[src/rtl/wttd_pkg.sv]
// Shared types, constants and helper functions of the waypoint controller.
`default_nettype none

package wttd_pkg;

  localparam int HEAD_W     = 16;
  localparam int DEG_W      = 9;
  localparam int LIN_W      = 10;
  localparam int ANG_W      = 16;
  localparam int CFG_IDX_W  = 3;
  localparam int CFG_DATA_W = 14;

  localparam int GUARD      = 4;
  localparam int ATAN_LEN   = 20;
  localparam int ATAN_IDX_W = 5;
  localparam int ATAN_W     = 16;
  localparam int ZW         = 21;
  localparam int BRG_W      = ZW - 3;
  localparam int CMP_W      = 20;
  localparam int MAG_W      = 15;

  localparam logic signed [ZW-1:0]    PI_Q16         = 21'sd205887;
  localparam logic signed [CMP_W-1:0] PI_Q13         = 20'sd25736;
  localparam logic [23:0]             DEG_TO_Q13_Q16 = 24'd9370164;
  localparam logic [15:0]             INV_GAIN_Q16   = 16'd39797;
  localparam logic [13:0]             TURN_CAP       = 14'd8192;

  localparam logic [12:0] HEADING_TOL_RST = 13'd82;
  localparam logic [11:0] ARRIVE_DIST_RST = 12'd20;
  localparam logic [9:0]  LINEAR_MIN_RST  = 10'd102;
  localparam logic [9:0]  LINEAR_MAX_RST  = 10'd307;
  localparam logic [13:0] STEER_RATE_RST  = 14'd1638;
  localparam logic [13:0] TURN_MIN_RST    = 14'd819;

  typedef enum logic [CFG_IDX_W-1:0] {
    CFG_HEADING_TOL = 3'd0,
    CFG_ARRIVE_DIST = 3'd1,
    CFG_LINEAR_MIN  = 3'd2,
    CFG_LINEAR_MAX  = 3'd3,
    CFG_STEER_RATE  = 3'd4,
    CFG_TURN_MIN    = 3'd5
  } cfg_idx_e;

  typedef enum logic [1:0] {
    PH_IDLE  = 2'd0,
    PH_TURN  = 2'd1,
    PH_DRIVE = 2'd2
  } phase_e;

  typedef enum logic [2:0] {
    S_IDLE,
    S_GOAL,
    S_EVAL,
    S_CORDIC,
    S_MUL_LO,
    S_MUL_HI,
    S_DRIVE,
    S_HOLD
  } seq_e;

  typedef struct packed {
    logic [12:0] heading_tol;
    logic [11:0] arrive_dist;
    logic [9:0]  linear_min;
    logic [9:0]  linear_max;
    logic [13:0] steer_rate;
    logic [13:0] turn_min;
  } cfg_t;

  typedef struct packed {
    logic [LIN_W-1:0]        linear_cmd;
    logic signed [ANG_W-1:0] angular_cmd;
    logic                    arrived;
    phase_e                  phase_out;
  } res_t;

  // Arctangent of 2^-i in 1/65536 rad.
  function automatic logic [ATAN_W-1:0] atan_q16(logic [ATAN_IDX_W-1:0] i);
    logic [ATAN_W-1:0] v;
    case (i)
      5'd0:    v = 16'd51472;
      5'd1:    v = 16'd30386;
      5'd2:    v = 16'd16055;
      5'd3:    v = 16'd8150;
      5'd4:    v = 16'd4091;
      5'd5:    v = 16'd2047;
      5'd6:    v = 16'd1024;
      5'd7:    v = 16'd512;
      5'd8:    v = 16'd256;
      5'd9:    v = 16'd128;
      5'd10:   v = 16'd64;
      5'd11:   v = 16'd32;
      5'd12:   v = 16'd16;
      5'd13:   v = 16'd8;
      5'd14:   v = 16'd4;
      5'd15:   v = 16'd2;
      5'd16:   v = 16'd1;
      default: v = 16'd0;
    endcase
    return v;
  endfunction

  // Pick the turn direction by the half-circle rule around target angle t.
  function automatic logic signed [ANG_W-1:0] signed_cmd(
    logic signed [BRG_W-1:0]  t,
    logic signed [HEAD_W-1:0] th,
    logic [MAG_W-1:0]         mag
  );
    logic signed [CMP_W-1:0] tw;
    logic signed [CMP_W-1:0] thw;
    logic signed [ANG_W-1:0] pos;
    logic                    use_pos;
    tw  = $signed({{(CMP_W-BRG_W){t[BRG_W-1]}}, t});
    thw = $signed({{(CMP_W-HEAD_W){th[HEAD_W-1]}}, th});
    pos = $signed({1'b0, mag});
    if (!tw[CMP_W-1]) begin
      use_pos = (thw <= tw) && (thw >= tw - PI_Q13);
    end else begin
      use_pos = !((thw <= tw + PI_Q13) && (thw > tw));
    end
    return use_pos ? pos : -pos;
  endfunction

endpackage

`default_nettype wire

[src/rtl/wttd_if.sv]
// Handshake channel interfaces: pose input, command output and register writes.
`default_nettype none

interface wttd_in_if #(
  parameter int POS_WIDTH = 16
);
  logic                                valid;
  logic                                ready;
  logic                                start_req;
  logic signed [POS_WIDTH-1:0]         pos_x;
  logic signed [POS_WIDTH-1:0]         pos_y;
  logic signed [wttd_pkg::HEAD_W-1:0]  heading;
  logic signed [POS_WIDTH-1:0]         target_x;
  logic signed [POS_WIDTH-1:0]         target_y;
  logic signed [wttd_pkg::DEG_W-1:0]   target_deg;

  modport source (
    output valid, start_req, pos_x, pos_y, heading, target_x, target_y, target_deg,
    input  ready
  );
  modport sink (
    input  valid, start_req, pos_x, pos_y, heading, target_x, target_y, target_deg,
    output ready
  );
endinterface

interface wttd_out_if;
  logic                               valid;
  logic                               ready;
  logic [wttd_pkg::LIN_W-1:0]         linear_cmd;
  logic signed [wttd_pkg::ANG_W-1:0]  angular_cmd;
  logic                               arrived;
  logic [1:0]                         phase_out;

  modport source (
    output valid, linear_cmd, angular_cmd, arrived, phase_out,
    input  ready
  );
  modport sink (
    input  valid, linear_cmd, angular_cmd, arrived, phase_out,
    output ready
  );
endinterface

interface wttd_cfg_if;
  logic                                valid;
  logic                                ready;
  logic [wttd_pkg::CFG_IDX_W-1:0]      index;
  logic [wttd_pkg::CFG_DATA_W-1:0]     data;

  modport source (
    output valid, index, data,
    input  ready
  );
  modport sink (
    input  valid, index, data,
    output ready
  );
endinterface

`default_nettype wire

[src/rtl/waypoint_turn_then_drive_controller.sv]
// Waypoint turn-then-drive controller: sequencer, goal latch and command output.
// Usage:
//   in_if carries one pose sample per control tick; start_req = 1 latches a new goal
//   (target_x, target_y, target_deg) and enters the turning phase on the same sample.
//   out_if returns exactly one command per sample: linear_cmd, angular_cmd, arrived
//   and phase_out (0 idle, 1 turning, 2 driving). cfg_if writes the six limit
//   registers by index; it is always ready and should be used while the block is idle.
// Timing:
//   A sample handled in the idle or turning phase passes the states S_GOAL, S_EVAL and
//   S_HOLD, where it loads the output register; the next sample is taken in S_IDLE.
//   A sample in the driving phase runs the iterative CORDIC, one micro-rotation per
//   cycle, then a two-step constant multiply (S_MUL_LO, S_MUL_HI), then S_DRIVE, S_HOLD.
//   One sample is in work at a time; in_if.ready is high only between samples.
// Reset: phase goes idle, the goal clears, registers take their default values.
// Stall: a result waits in the output register while out_if.ready is low; the
//   following result waits in the sequencer until the register frees up.
`default_nettype none

module waypoint_turn_then_drive_controller #(
  parameter int CORDIC_ITERATIONS = 14,
  parameter int POS_WIDTH         = 16
) (
  input  logic        clk_i,
  input  logic        rst_ni,
  wttd_in_if.sink     in_if,
  wttd_out_if.source  out_if,
  wttd_cfg_if.sink    cfg_if
);

  localparam int GUARD  = wttd_pkg::GUARD;
  localparam int HW_    = wttd_pkg::HEAD_W;
  localparam int DEG_W  = wttd_pkg::DEG_W;
  localparam int ZW     = wttd_pkg::ZW;
  localparam int BRG_W  = wttd_pkg::BRG_W;
  localparam int MAG_W  = wttd_pkg::MAG_W;
  localparam int LIN_W  = wttd_pkg::LIN_W;
  localparam int XW     = POS_WIDTH + 7;
  localparam int ACC_W  = XW + 16;
  localparam int DIST_W = XW - GUARD;

  wttd_pkg::seq_e   state_q, state_d;
  wttd_pkg::phase_e phase_q, phase_d;
  wttd_pkg::cfg_t   cfg;
  wttd_pkg::res_t   res_q, res_d, out_q;
  logic             out_valid_q;

  // captured sample
  logic                        start_q;
  logic signed [POS_WIDTH-1:0] pos_x_q, pos_y_q, tgt_x_q, tgt_y_q;
  logic signed [HW_-1:0]       theta_q;
  logic signed [DEG_W-1:0]     deg_q;

  logic signed [POS_WIDTH-1:0] goal_x_q, goal_y_q;
  logic signed [HW_-1:0]       goal_h_q;
  logic signed [HW_-1:0]       goal_h_d;
  logic [ACC_W-1:0]            acc_q;

  logic in_ready, cordic_start, out_load;

  wttd_cfg_regs u_cfg (
    .clk_i  (clk_i),
    .rst_ni (rst_ni),
    .cfg_if (cfg_if),
    .cfg_o  (cfg)
  );

  // Goal heading: degrees to 1/8192 rad, rounded half away from zero, saturated.
  logic [DEG_W-1:0]  deg_mag;
  logic [32:0]       head_prod;
  logic [32:0]       head_rnd;
  logic [16:0]       head_mag;

  always_comb begin
    deg_mag   = deg_q[DEG_W-1] ? DEG_W'(-deg_q) : DEG_W'(deg_q);
    head_prod = {24'd0, deg_mag} * {9'd0, wttd_pkg::DEG_TO_Q13_Q16};
    head_rnd  = head_prod + 33'd32768;
    head_mag  = head_rnd[32:16];
    if (!deg_q[DEG_W-1]) begin
      goal_h_d = (head_mag > 17'd32767) ? 16'sh7FFF : $signed(head_mag[15:0]);
    end else begin
      goal_h_d = (head_mag > 17'd32768) ? 16'sh8000 : $signed(16'(-head_mag));
    end
  end

  // Turning phase evaluation.
  logic signed [HW_:0] err;
  logic [HW_:0]        aerr;
  logic                turn_done;
  logic [13:0]         err_cap;
  logic [MAG_W-1:0]    turn_sp;
  logic [MAG_W-1:0]    turn_mag;

  always_comb begin
    err       = $signed({theta_q[HW_-1], theta_q}) - $signed({goal_h_q[HW_-1], goal_h_q});
    aerr      = err[HW_] ? 17'(-err) : 17'(err);
    turn_done = aerr <= 17'(cfg.heading_tol);
    err_cap   = (aerr < 17'(wttd_pkg::TURN_CAP)) ? aerr[13:0] : wttd_pkg::TURN_CAP;
    turn_sp   = {err_cap, 1'b0};
    turn_mag  = (turn_sp < MAG_W'(cfg.turn_min)) ? MAG_W'(cfg.turn_min) : turn_sp;
  end

  // CORDIC operands: goal minus position with guard bits.
  logic signed [POS_WIDTH:0] dx, dy;
  logic signed [XW-1:0]      cx, cy;
  logic                      cordic_done;
  logic [XW-1:0]             cordic_x;
  logic signed [ZW-1:0]      cordic_z;

  assign dx = $signed({goal_x_q[POS_WIDTH-1], goal_x_q}) - $signed({pos_x_q[POS_WIDTH-1], pos_x_q});
  assign dy = $signed({goal_y_q[POS_WIDTH-1], goal_y_q}) - $signed({pos_y_q[POS_WIDTH-1], pos_y_q});
  assign cx = $signed({{(XW-POS_WIDTH-1-GUARD){dx[POS_WIDTH]}}, dx, {GUARD{1'b0}}});
  assign cy = $signed({{(XW-POS_WIDTH-1-GUARD){dy[POS_WIDTH]}}, dy, {GUARD{1'b0}}});

  wttd_cordic #(
    .XW         (XW),
    .ITERATIONS (CORDIC_ITERATIONS)
  ) u_cordic (
    .clk_i   (clk_i),
    .rst_ni  (rst_ni),
    .start_i (cordic_start),
    .x_i     (cx),
    .y_i     (cy),
    .done_o  (cordic_done),
    .x_o     (cordic_x),
    .z_o     (cordic_z)
  );

  // Gain correction split in two partial products, on the low 16 bits and the upper bits of x.
  logic [31:0]   prod_lo;
  logic [XW-1:0] prod_hi;

  assign prod_lo = {16'd0, cordic_x[15:0]} * {16'd0, wttd_pkg::INV_GAIN_Q16};
  assign prod_hi = XW'(cordic_x[XW-1:16]) * XW'(wttd_pkg::INV_GAIN_Q16);

  // Driving phase evaluation.
  logic [ACC_W-1:0]        rnd1;
  logic [XW-1:0]           dist1;
  logic [XW-1:0]           rnd2;
  logic [DIST_W-1:0]       goal_dist;
  logic                    arrive;
  logic [LIN_W-1:0]        lin_hi;
  logic [LIN_W-1:0]        lin_cmd;
  logic signed [ZW-1:0]    z_rnd;
  logic signed [BRG_W-1:0] bearing;

  always_comb begin
    rnd1      = acc_q + ACC_W'(32768);
    dist1     = rnd1[ACC_W-1:16];
    rnd2      = dist1 + XW'(8);
    goal_dist = rnd2[XW-1:GUARD];
    arrive    = goal_dist <= DIST_W'(cfg.arrive_dist);
    lin_hi    = (goal_dist < DIST_W'(cfg.linear_max)) ? goal_dist[LIN_W-1:0] : cfg.linear_max;
    lin_cmd   = (lin_hi < cfg.linear_min) ? cfg.linear_min : lin_hi;
    z_rnd     = cordic_z + ZW'(4);
    bearing   = $signed(z_rnd[ZW-1:3]);
  end

  // Next state.
  always_comb begin
    state_d = state_q;
    case (state_q)
      wttd_pkg::S_IDLE:   if (in_if.valid) state_d = wttd_pkg::S_GOAL;
      wttd_pkg::S_GOAL:   state_d = wttd_pkg::S_EVAL;
      wttd_pkg::S_EVAL: begin
        state_d = (phase_q == wttd_pkg::PH_DRIVE) ? wttd_pkg::S_CORDIC : wttd_pkg::S_HOLD;
      end
      wttd_pkg::S_CORDIC: if (cordic_done) state_d = wttd_pkg::S_MUL_LO;
      wttd_pkg::S_MUL_LO: state_d = wttd_pkg::S_MUL_HI;
      wttd_pkg::S_MUL_HI: state_d = wttd_pkg::S_DRIVE;
      wttd_pkg::S_DRIVE:  state_d = wttd_pkg::S_HOLD;
      wttd_pkg::S_HOLD:   if (!out_valid_q || out_if.ready) state_d = wttd_pkg::S_IDLE;
      default:            state_d = wttd_pkg::S_IDLE;
    endcase
  end

  // Sequencer outputs.
  always_comb begin
    in_ready     = 1'b0;
    cordic_start = 1'b0;
    out_load     = 1'b0;
    case (state_q)
      wttd_pkg::S_IDLE: in_ready     = 1'b1;
      wttd_pkg::S_EVAL: cordic_start = (phase_q == wttd_pkg::PH_DRIVE);
      wttd_pkg::S_HOLD: out_load     = !out_valid_q || out_if.ready;
      default: begin
        in_ready     = 1'b0;
        cordic_start = 1'b0;
        out_load     = 1'b0;
      end
    endcase
  end

  // Phase update and result.
  always_comb begin
    phase_d = phase_q;
    res_d   = res_q;
    case (state_q)
      wttd_pkg::S_GOAL: if (start_q) phase_d = wttd_pkg::PH_TURN;
      wttd_pkg::S_EVAL: begin
        res_d.linear_cmd  = '0;
        res_d.angular_cmd = '0;
        res_d.arrived     = 1'b0;
        res_d.phase_out   = wttd_pkg::PH_IDLE;
        if (phase_q == wttd_pkg::PH_TURN) begin
          if (turn_done) begin
            phase_d         = wttd_pkg::PH_DRIVE;
            res_d.phase_out = wttd_pkg::PH_DRIVE;
          end else begin
            res_d.angular_cmd = wttd_pkg::signed_cmd(BRG_W'(goal_h_q), theta_q, turn_mag);
            res_d.phase_out   = wttd_pkg::PH_TURN;
          end
        end
      end
      wttd_pkg::S_DRIVE: begin
        res_d.linear_cmd  = '0;
        res_d.angular_cmd = '0;
        res_d.arrived     = 1'b0;
        if (arrive) begin
          phase_d         = wttd_pkg::PH_IDLE;
          res_d.arrived   = 1'b1;
          res_d.phase_out = wttd_pkg::PH_IDLE;
        end else begin
          res_d.linear_cmd  = lin_cmd;
          res_d.angular_cmd = wttd_pkg::signed_cmd(bearing, theta_q, MAG_W'(cfg.steer_rate));
          res_d.phase_out   = wttd_pkg::PH_DRIVE;
        end
      end
      default: begin
        phase_d = phase_q;
        res_d   = res_q;
      end
    endcase
  end

  always_ff @(posedge clk_i or negedge rst_ni) begin
    if (!rst_ni) begin
      state_q     <= wttd_pkg::S_IDLE;
      phase_q     <= wttd_pkg::PH_IDLE;
      goal_x_q    <= '0;
      goal_y_q    <= '0;
      goal_h_q    <= '0;
      out_valid_q <= 1'b0;
    end else begin
      state_q <= state_d;
      phase_q <= phase_d;
      if (state_q == wttd_pkg::S_GOAL && start_q) begin
        goal_x_q <= tgt_x_q;
        goal_y_q <= tgt_y_q;
        goal_h_q <= goal_h_d;
      end
      if (out_load) begin
        out_valid_q <= 1'b1;
      end else if (out_if.ready) begin
        out_valid_q <= 1'b0;
      end
    end
  end

  always_ff @(posedge clk_i) begin
    res_q <= res_d;
    if (in_ready && in_if.valid) begin
      start_q <= in_if.start_req;
      pos_x_q <= in_if.pos_x;
      pos_y_q <= in_if.pos_y;
      theta_q <= in_if.heading;
      tgt_x_q <= in_if.target_x;
      tgt_y_q <= in_if.target_y;
      deg_q   <= in_if.target_deg;
    end
    if (state_q == wttd_pkg::S_MUL_LO) begin
      acc_q <= ACC_W'(prod_lo);
    end else if (state_q == wttd_pkg::S_MUL_HI) begin
      acc_q <= acc_q + {prod_hi, 16'd0};
    end
    if (out_load) begin
      out_q <= res_q;
    end
  end

  assign in_if.ready        = in_ready;
  assign out_if.valid       = out_valid_q;
  assign out_if.linear_cmd  = out_q.linear_cmd;
  assign out_if.angular_cmd = out_q.angular_cmd;
  assign out_if.arrived     = out_q.arrived;
  assign out_if.phase_out   = out_q.phase_out;

endmodule

`default_nettype wire

[src/rtl/wttd_cfg_regs.sv]
// Configuration register bank written through the register channel.
`default_nettype none

module wttd_cfg_regs (
  input  logic          clk_i,
  input  logic          rst_ni,
  wttd_cfg_if.sink      cfg_if,
  output wttd_pkg::cfg_t cfg_o
);

  wttd_pkg::cfg_t cfg_q;
  wttd_pkg::cfg_t cfg_d;

  assign cfg_if.ready = 1'b1;
  assign cfg_o        = cfg_q;

  // Keep the low bits of the data; ignore unknown indexes.
  always_comb begin
    cfg_d = cfg_q;
    if (cfg_if.valid) begin
      case (cfg_if.index)
        wttd_pkg::CFG_HEADING_TOL: cfg_d.heading_tol = cfg_if.data[12:0];
        wttd_pkg::CFG_ARRIVE_DIST: cfg_d.arrive_dist = cfg_if.data[11:0];
        wttd_pkg::CFG_LINEAR_MIN:  cfg_d.linear_min  = cfg_if.data[9:0];
        wttd_pkg::CFG_LINEAR_MAX:  cfg_d.linear_max  = cfg_if.data[9:0];
        wttd_pkg::CFG_STEER_RATE:  cfg_d.steer_rate  = cfg_if.data[13:0];
        wttd_pkg::CFG_TURN_MIN:    cfg_d.turn_min    = cfg_if.data[13:0];
        default: cfg_d = cfg_q;
      endcase
    end
  end

  always_ff @(posedge clk_i or negedge rst_ni) begin
    if (!rst_ni) begin
      cfg_q.heading_tol <= wttd_pkg::HEADING_TOL_RST;
      cfg_q.arrive_dist <= wttd_pkg::ARRIVE_DIST_RST;
      cfg_q.linear_min  <= wttd_pkg::LINEAR_MIN_RST;
      cfg_q.linear_max  <= wttd_pkg::LINEAR_MAX_RST;
      cfg_q.steer_rate  <= wttd_pkg::STEER_RATE_RST;
      cfg_q.turn_min    <= wttd_pkg::TURN_MIN_RST;
    end else begin
      cfg_q <= cfg_d;
    end
  end

endmodule

`default_nettype wire

[src/rtl/wttd_cordic.sv]
// Iterative vectoring CORDIC: one micro-rotation per cycle through a shared adder set.
`default_nettype none

module wttd_cordic #(
  parameter int XW         = 23,
  parameter int ITERATIONS = 14
) (
  input  logic                              clk_i,
  input  logic                              rst_ni,
  input  logic                              start_i,
  input  logic signed [XW-1:0]              x_i,
  input  logic signed [XW-1:0]              y_i,
  output logic                              done_o,
  output logic [XW-1:0]                     x_o,
  output logic signed [wttd_pkg::ZW-1:0]    z_o
);

  localparam int ZW    = wttd_pkg::ZW;
  localparam int IW    = wttd_pkg::ATAN_IDX_W;
  localparam int AW    = wttd_pkg::ATAN_W;
  localparam int NSTEP = (ITERATIONS < wttd_pkg::ATAN_LEN) ? ITERATIONS : wttd_pkg::ATAN_LEN;
  localparam int CNT_W = (NSTEP > 1) ? $clog2(NSTEP) : 1;

  logic signed [XW-1:0] x_q, y_q, x_d, y_d;
  logic signed [ZW-1:0] z_q, z_d;
  logic [CNT_W-1:0]     cnt_q;
  logic                 busy_q;
  logic                 done_q;
  logic                 last;

  logic signed [XW-1:0] xs, ys;
  logic signed [ZW-1:0] atan_ext;

  assign last   = (cnt_q == CNT_W'(NSTEP - 1));
  assign done_o = done_q;
  assign x_o    = x_q;
  assign z_o    = z_q;

  always_comb begin
    xs       = x_q >>> cnt_q;
    ys       = y_q >>> cnt_q;
    atan_ext = $signed({{(ZW-AW){1'b0}}, wttd_pkg::atan_q16(IW'(cnt_q))});
    if (start_i) begin
      // Fold the left half-plane over by pi first.
      if (x_i[XW-1]) begin
        x_d = -x_i;
        y_d = -y_i;
        z_d = y_i[XW-1] ? -wttd_pkg::PI_Q16 : wttd_pkg::PI_Q16;
      end else begin
        x_d = x_i;
        y_d = y_i;
        z_d = '0;
      end
    end else if (busy_q) begin
      if (!y_q[XW-1]) begin
        x_d = x_q + ys;
        y_d = y_q - xs;
        z_d = z_q + atan_ext;
      end else begin
        x_d = x_q - ys;
        y_d = y_q + xs;
        z_d = z_q - atan_ext;
      end
    end else begin
      x_d = x_q;
      y_d = y_q;
      z_d = z_q;
    end
  end

  always_ff @(posedge clk_i or negedge rst_ni) begin
    if (!rst_ni) begin
      busy_q <= 1'b0;
      done_q <= 1'b0;
      cnt_q  <= '0;
    end else begin
      done_q <= 1'b0;
      if (start_i) begin
        busy_q <= 1'b1;
        cnt_q  <= '0;
      end else if (busy_q) begin
        if (last) begin
          busy_q <= 1'b0;
          done_q <= 1'b1;
          cnt_q  <= '0;
        end else begin
          cnt_q <= cnt_q + CNT_W'(1);
        end
      end
    end
  end

  always_ff @(posedge clk_i) begin
    x_q <= x_d;
    y_q <= y_d;
    z_q <= z_d;
  end

endmodule

`default_nettype wire
[src/flat_wrapper.sv]
// flat-port wrapper written by rule: the top's interface ports become plain ports
module waypoint_turn_then_drive_controller_flat 
#(
  parameter int CORDIC_ITERATIONS = 14,
  parameter int POS_WIDTH         = 16
)
  (clk_i, rst_ni, in_if_valid, in_if_start_req, in_if_pos_x, in_if_pos_y, in_if_heading, in_if_target_x, in_if_target_y, in_if_target_deg, in_if_ready, out_if_valid, out_if_linear_cmd, out_if_angular_cmd, out_if_arrived, out_if_phase_out, out_if_ready, cfg_if_valid, cfg_if_index, cfg_if_data, cfg_if_ready);
  wttd_in_if #(.POS_WIDTH(POS_WIDTH)) in_if_i ();
  wttd_out_if out_if_i ();
  wttd_cfg_if cfg_if_i ();
  input  logic clk_i;
  input  logic rst_ni;
  input wire logic [$bits(in_if_i.valid)-1:0] in_if_valid;
  input wire logic [$bits(in_if_i.start_req)-1:0] in_if_start_req;
  input wire logic [$bits(in_if_i.pos_x)-1:0] in_if_pos_x;
  input wire logic [$bits(in_if_i.pos_y)-1:0] in_if_pos_y;
  input wire logic [$bits(in_if_i.heading)-1:0] in_if_heading;
  input wire logic [$bits(in_if_i.target_x)-1:0] in_if_target_x;
  input wire logic [$bits(in_if_i.target_y)-1:0] in_if_target_y;
  input wire logic [$bits(in_if_i.target_deg)-1:0] in_if_target_deg;
  output wire logic [$bits(in_if_i.ready)-1:0] in_if_ready;
  output wire logic [$bits(out_if_i.valid)-1:0] out_if_valid;
  output wire logic [$bits(out_if_i.linear_cmd)-1:0] out_if_linear_cmd;
  output wire logic [$bits(out_if_i.angular_cmd)-1:0] out_if_angular_cmd;
  output wire logic [$bits(out_if_i.arrived)-1:0] out_if_arrived;
  output wire logic [$bits(out_if_i.phase_out)-1:0] out_if_phase_out;
  input wire logic [$bits(out_if_i.ready)-1:0] out_if_ready;
  input wire logic [$bits(cfg_if_i.valid)-1:0] cfg_if_valid;
  input wire logic [$bits(cfg_if_i.index)-1:0] cfg_if_index;
  input wire logic [$bits(cfg_if_i.data)-1:0] cfg_if_data;
  output wire logic [$bits(cfg_if_i.ready)-1:0] cfg_if_ready;
  assign in_if_i.valid = in_if_valid;
  assign in_if_i.start_req = in_if_start_req;
  assign in_if_i.pos_x = in_if_pos_x;
  assign in_if_i.pos_y = in_if_pos_y;
  assign in_if_i.heading = in_if_heading;
  assign in_if_i.target_x = in_if_target_x;
  assign in_if_i.target_y = in_if_target_y;
  assign in_if_i.target_deg = in_if_target_deg;
  assign in_if_ready = in_if_i.ready;
  assign out_if_valid = out_if_i.valid;
  assign out_if_linear_cmd = out_if_i.linear_cmd;
  assign out_if_angular_cmd = out_if_i.angular_cmd;
  assign out_if_arrived = out_if_i.arrived;
  assign out_if_phase_out = out_if_i.phase_out;
  assign out_if_i.ready = out_if_ready;
  assign cfg_if_i.valid = cfg_if_valid;
  assign cfg_if_i.index = cfg_if_index;
  assign cfg_if_i.data = cfg_if_data;
  assign cfg_if_ready = cfg_if_i.ready;
  waypoint_turn_then_drive_controller #(.CORDIC_ITERATIONS(CORDIC_ITERATIONS), .POS_WIDTH(POS_WIDTH)) u_core (.clk_i(clk_i), .rst_ni(rst_ni), .in_if(in_if_i), .out_if(out_if_i), .cfg_if(cfg_if_i));
endmodule
[config.mk]
export PLATFORM = sky130hd
export DESIGN_NAME = waypoint_turn_then_drive_controller_flat
export DESIGN_NICKNAME = d
export VERILOG_FILES = /design/src/rtl/wttd_pkg.sv /design/src/rtl/wttd_if.sv /design/src/rtl/waypoint_turn_then_drive_controller.sv /design/src/rtl/wttd_cfg_regs.sv /design/src/rtl/wttd_cordic.sv /design/src/flat_wrapper.sv
export SDC_FILE = /design/constraint.sdc
export NUM_CORES = 2
export LEC_CHECK = 0
export ABC_CLOCK_PERIOD_IN_PS = 9900
export BUFFER_PORTS_ARGS = -buffer_cell sky130_fd_sc_hd__buf_2
export CAP_MARGIN = 20
export CORE_UTILIZATION = 30
export CTS_BUF_LIST = sky130_fd_sc_hd__clkbuf_4 sky130_fd_sc_hd__clkbuf_8 sky130_fd_sc_hd__clkbuf_16
export CTS_CLUSTER_SIZE = 14
export DETAILED_ROUTE_END_ITERATION = 6
export PLACE_DENSITY_LB_ADDON = 0.15
export RECOVER_POWER = 25
export SLEW_MARGIN = 15
export SYNTH_ARGS = -nofsm -noshare
export SYNTH_HDL_FRONTEND = slang
export SYNTH_SLANG_ARGS = --single-unit
export TNS_END_PERCENT = 10
[constraint.sdc]
create_clock -name clk_i -period 9.9 [get_ports clk_i]
set_clock_uncertainty 0.15 [all_clocks]
set_input_delay 1.98 -clock clk_i [delete_from_list [all_inputs] [get_ports clk_i]]
set_output_delay 1.98 -clock clk_i [all_outputs]
set_load 0.01 [all_outputs]
==> flow_summary.yaml <==
sta:
  clock.fmax_ghz: 0.118
  final_hold_viol_count: 0
  setup_violations: 0
  tightest_slew_ps: 4680
  slew_headroom_pct: -212
  fin_hold_ws_ps: 266
  slew_violations: 155
  period_share_pct: 85.7
  setup_tns_ps: 0
  post-route-min-period_ps: 8490
  rsz0062_at_grt: "false"
die:
  die_y_um: 373
  core_area_um2: 136000
  num_rows: 135
  start_util_pct: 30.3
  die_area_um2: 139000
  num_io_pins: 144
  dieWidth_um: 373
logic_synthesis:
  synth-edff-count: 232
  ys_ff_latch: 372
  syn-mean-instance-area_um2: 9.13
  netlist_instances: 4518
  yosysUniqueCellTypes: 124
  seq_area_frac_synth_pct: 25.4
  yosys_warnings: 0
  synth_area_um2: 41200
  syn_nets: 5346
  async_flop_share_pct: 35.8
  synth_ff_type: "edfxtp_1"
placed_design:
  dpl.hpwl_mm: 90.8
  place.gp.congestion: 0.853
  port_buffers: 142
  dp_cells: 6349
cells_and_area:
  num_antenna_cells: 0
  stdcell_count: 6442
  layout.nets: 5448
  drive_above_1_share_pct: 10.2
  area_delta_synth_final_pct: 10.7
  fill_cells: 14103
  fin_util_pct: 33.6
run_status:
  status: "finished, violations left"
  violations: "capacitance limit, slew limit"
routing:
  vias: 31960
  met2_length_mm: 51.6
  drc_errors: 0
  drt_iter0_markers: 1853
  highest_layer: "met4"
  wl_met3_mm: 3.70
  wl_per_cell_um: 17.7
  wl_met1_mm: 55.4
  drt-vias-per-instance: 4.96
  antenna_left: 0
  first_pass_iters: 5
  wirelength_mm: 114
grt:
  grt_pass1_vias: 31501
  grt_max_degree: 81
  track_usage_pct: 16.1
  grt_pass1_wl_mm: 180
  overflow: 0
  antenna_found_initial: 3
flow_run:
  maxCapViolCount: 3
clock_tree:
  cts_tree: "built"
  clock-root-buffer: "clkbuf_16"
  clk_path_buf_depth: 3
  clk_latency_ps: 650
  holdBufCountCts: 0
  cts_resized: 0
  path_clk_slew_ps: 60
  cts.htree.levels: 2
  post_cts_buffers: 0
  cts-buffers-inserted: 49
  clock-sinks: 372
worst_setup_path:
  reg2reg_depth: 25
  path_max_fanout: 9
  endpoint_kind: "flip-flop"
  path_class: "reg -> reg"
  worst_ep_required_time_ps: 10220
  critPathArrivalTime_ps: 8810
  critPathLaunchType: "flip-flop"
hold_path:
  holdCritPathClass: "reg -> reg"
  hold_path_depth: 0
layout make-up:
type	instances	area, um^2	share of cell area [%]
clock buffers	61	1350	2.95
flip-flops and latches	372	10500	22.9
well taps	1781	2230	4.88
clock inverters	31	412	0.902
repair buffers	179	982	2.15
multi-input cells	3526	28400	62.1
inverters	492	1850	4.05
cells in the mapped netlist (all sizes together), types with 14 or more instances:
cell,count,area (um^2)
ha,526,6580
inv,491,1840
nand2,411,1540
nor2,291,1100
a21oi,285,1440
o21ai,256,1290
edfxtp,232,6970
xnor2,217,1920
fa,190,3800
xor2,139,1240
nand3,118,591
dfrtp,107,2680
clkbuf,94,413
nor3,83,425
a21o,77,581
o21a,59,450
nand4,51,325
or3,51,324
and2,49,308
mux2,49,552
and3,48,302
nand2b,46,288
nor2b,45,282
a31oi,42,263
o31ai,38,295
mux4,37,833
a211oi,35,303
buf,34,209
mux2i,30,300
o211ai,30,230
or2,29,181
nor4,27,203
o21bai,27,206
dfstp,26,683
o22ai,24,150
a21boi,16,120
a2111oi,14,143
stage by stage:
stage	setup slack [ps]	instance area (um^2)
6_report	1410	45600
5_1_grt	878	45600
4_1_cts	1510	45600
3_5_place_dp	1520	43900
3_3_place_gp	1580	43900
2_1_floorplan	2560	41200
flip-flops by register name, summed over array words and instances (netlist names), 4 cells and up:
name	count
u_core.u_cordic.z_o	21
u_core.out_if.angular_cmd	16
u_core.deg_q	9
u_core.goal_x_q	16
u_core.u_cordic.y_q	23
u_core.tgt_x_q	16
u_core.goal_y_q	16
u_core.theta_q	16
u_core.u_cordic.x_o	23
u_core.u_cfg.cfg_o	73
u_core.acc_q	24
u_core.pos_x_q	16
u_core.out_if.linear_cmd	10
u_core.tgt_y_q	16
u_core.pos_y_q	16
u_core.goal_h_q	16
u_core.res_q	29
u_core.u_cordic.cnt_q	4
cells in the final DEF (no fill, tap or decap), types with 34 or more instances in the layout:
master / Yosys / routed
o31ai_1: 36 / 35
edfxtp_1: 232 / 232
buf_2: 14 / 133
mux4_2: 37 / 37
and3_1: 47 / 46
nor2_1: 290 / 289
a21o_1: 75 / 75
o21a_1: 58 / 58
xor2_1: 138 / 138
clkbuf_16: 0 / 49
and2_1: 47 / 46
o21ai_0: 245 / 245
fa_1: 190 / 190
nand2_1: 411 / 411
nand4_1: 50 / 50
xnor2_1: 215 / 215
mux2_2: 49 / 49
a31oi_1: 42 / 42
nor3_1: 81 / 79
a21oi_1: 282 / 282
dfrtp_1: 107 / 103
ha_1: 526 / 526
inv_1: 490 / 490
nand3_1: 118 / 117
buf_4: 3 / 34
nor2b_1: 45 / 45
nand2b_1: 46 / 45
or3_1: 50 / 50
worst max-delay path: stages, from the launching register on:
cell      delay, ps
edfxtp_1        430
nor4_1          410
nand2_1         120
or4_1           570
inv_1           350
fa_1            520
inv_1           160
fa_1            460
fa_1            560
inv_1            60
fa_1            530
inv_1            40
ha_1            420
and3_1          270
a221o_1         360
a31oi_1         170
a21boi_1        160
or2_2           390
nor4_1          460
and3_1          360
nand4_1         150
o21ai_0         240
o21ai_0         130
a31oi_1         320
o21a_1          360
a32oi_1         160
metal layers:
layer  up-vias  track usage, %
met5         -               0
met4         0            4.51
met3       123            1.77
met2       511            26.2
met1     15109            22.5
li1      16217               -
cells by family (layout without fill, tap and decap cells):
kind of cell,count (synthesis),count (layout),share of synthesized area (%)
multiplexers,116,116,4.09
other,1,1,0.00910
flip-flops,372,372,25.4
buffers and inverters,620,763,5.99
adder cells (fa/ha/maj),717,717,25.2
XOR/XNOR,356,356,7.64
AO/OA/AOI/OAI,1030,1030,16.2
AND/OR/NAND/NOR,1306,1306,15.5
final timing paths:
check | slack, ps | end | from
setup / recovery | 1410 | u_core.goal_h_q[7] | u_core.deg_q[3]
hold / removal | 270 | u_core.out_if.angular_cmd[11] | u_core.res_q[14]
setup reg to reg | 1410 | u_core.goal_h_q[7] | u_core.deg_q[3]
hold reg to reg | 270 | u_core.out_if.angular_cmd[11] | u_core.res_q[14]
max in group asynchronous | 3730 | u_core.u_cordic.cnt_q[3] | rst_ni
min in group asynchronous | 2900 | u_core.u_cfg.cfg_o[25] | rst_ni
Power is left out: the tool's default activity adds up to more than one toggle a clock period on the data nets, which glitch-free logic cannot reach.
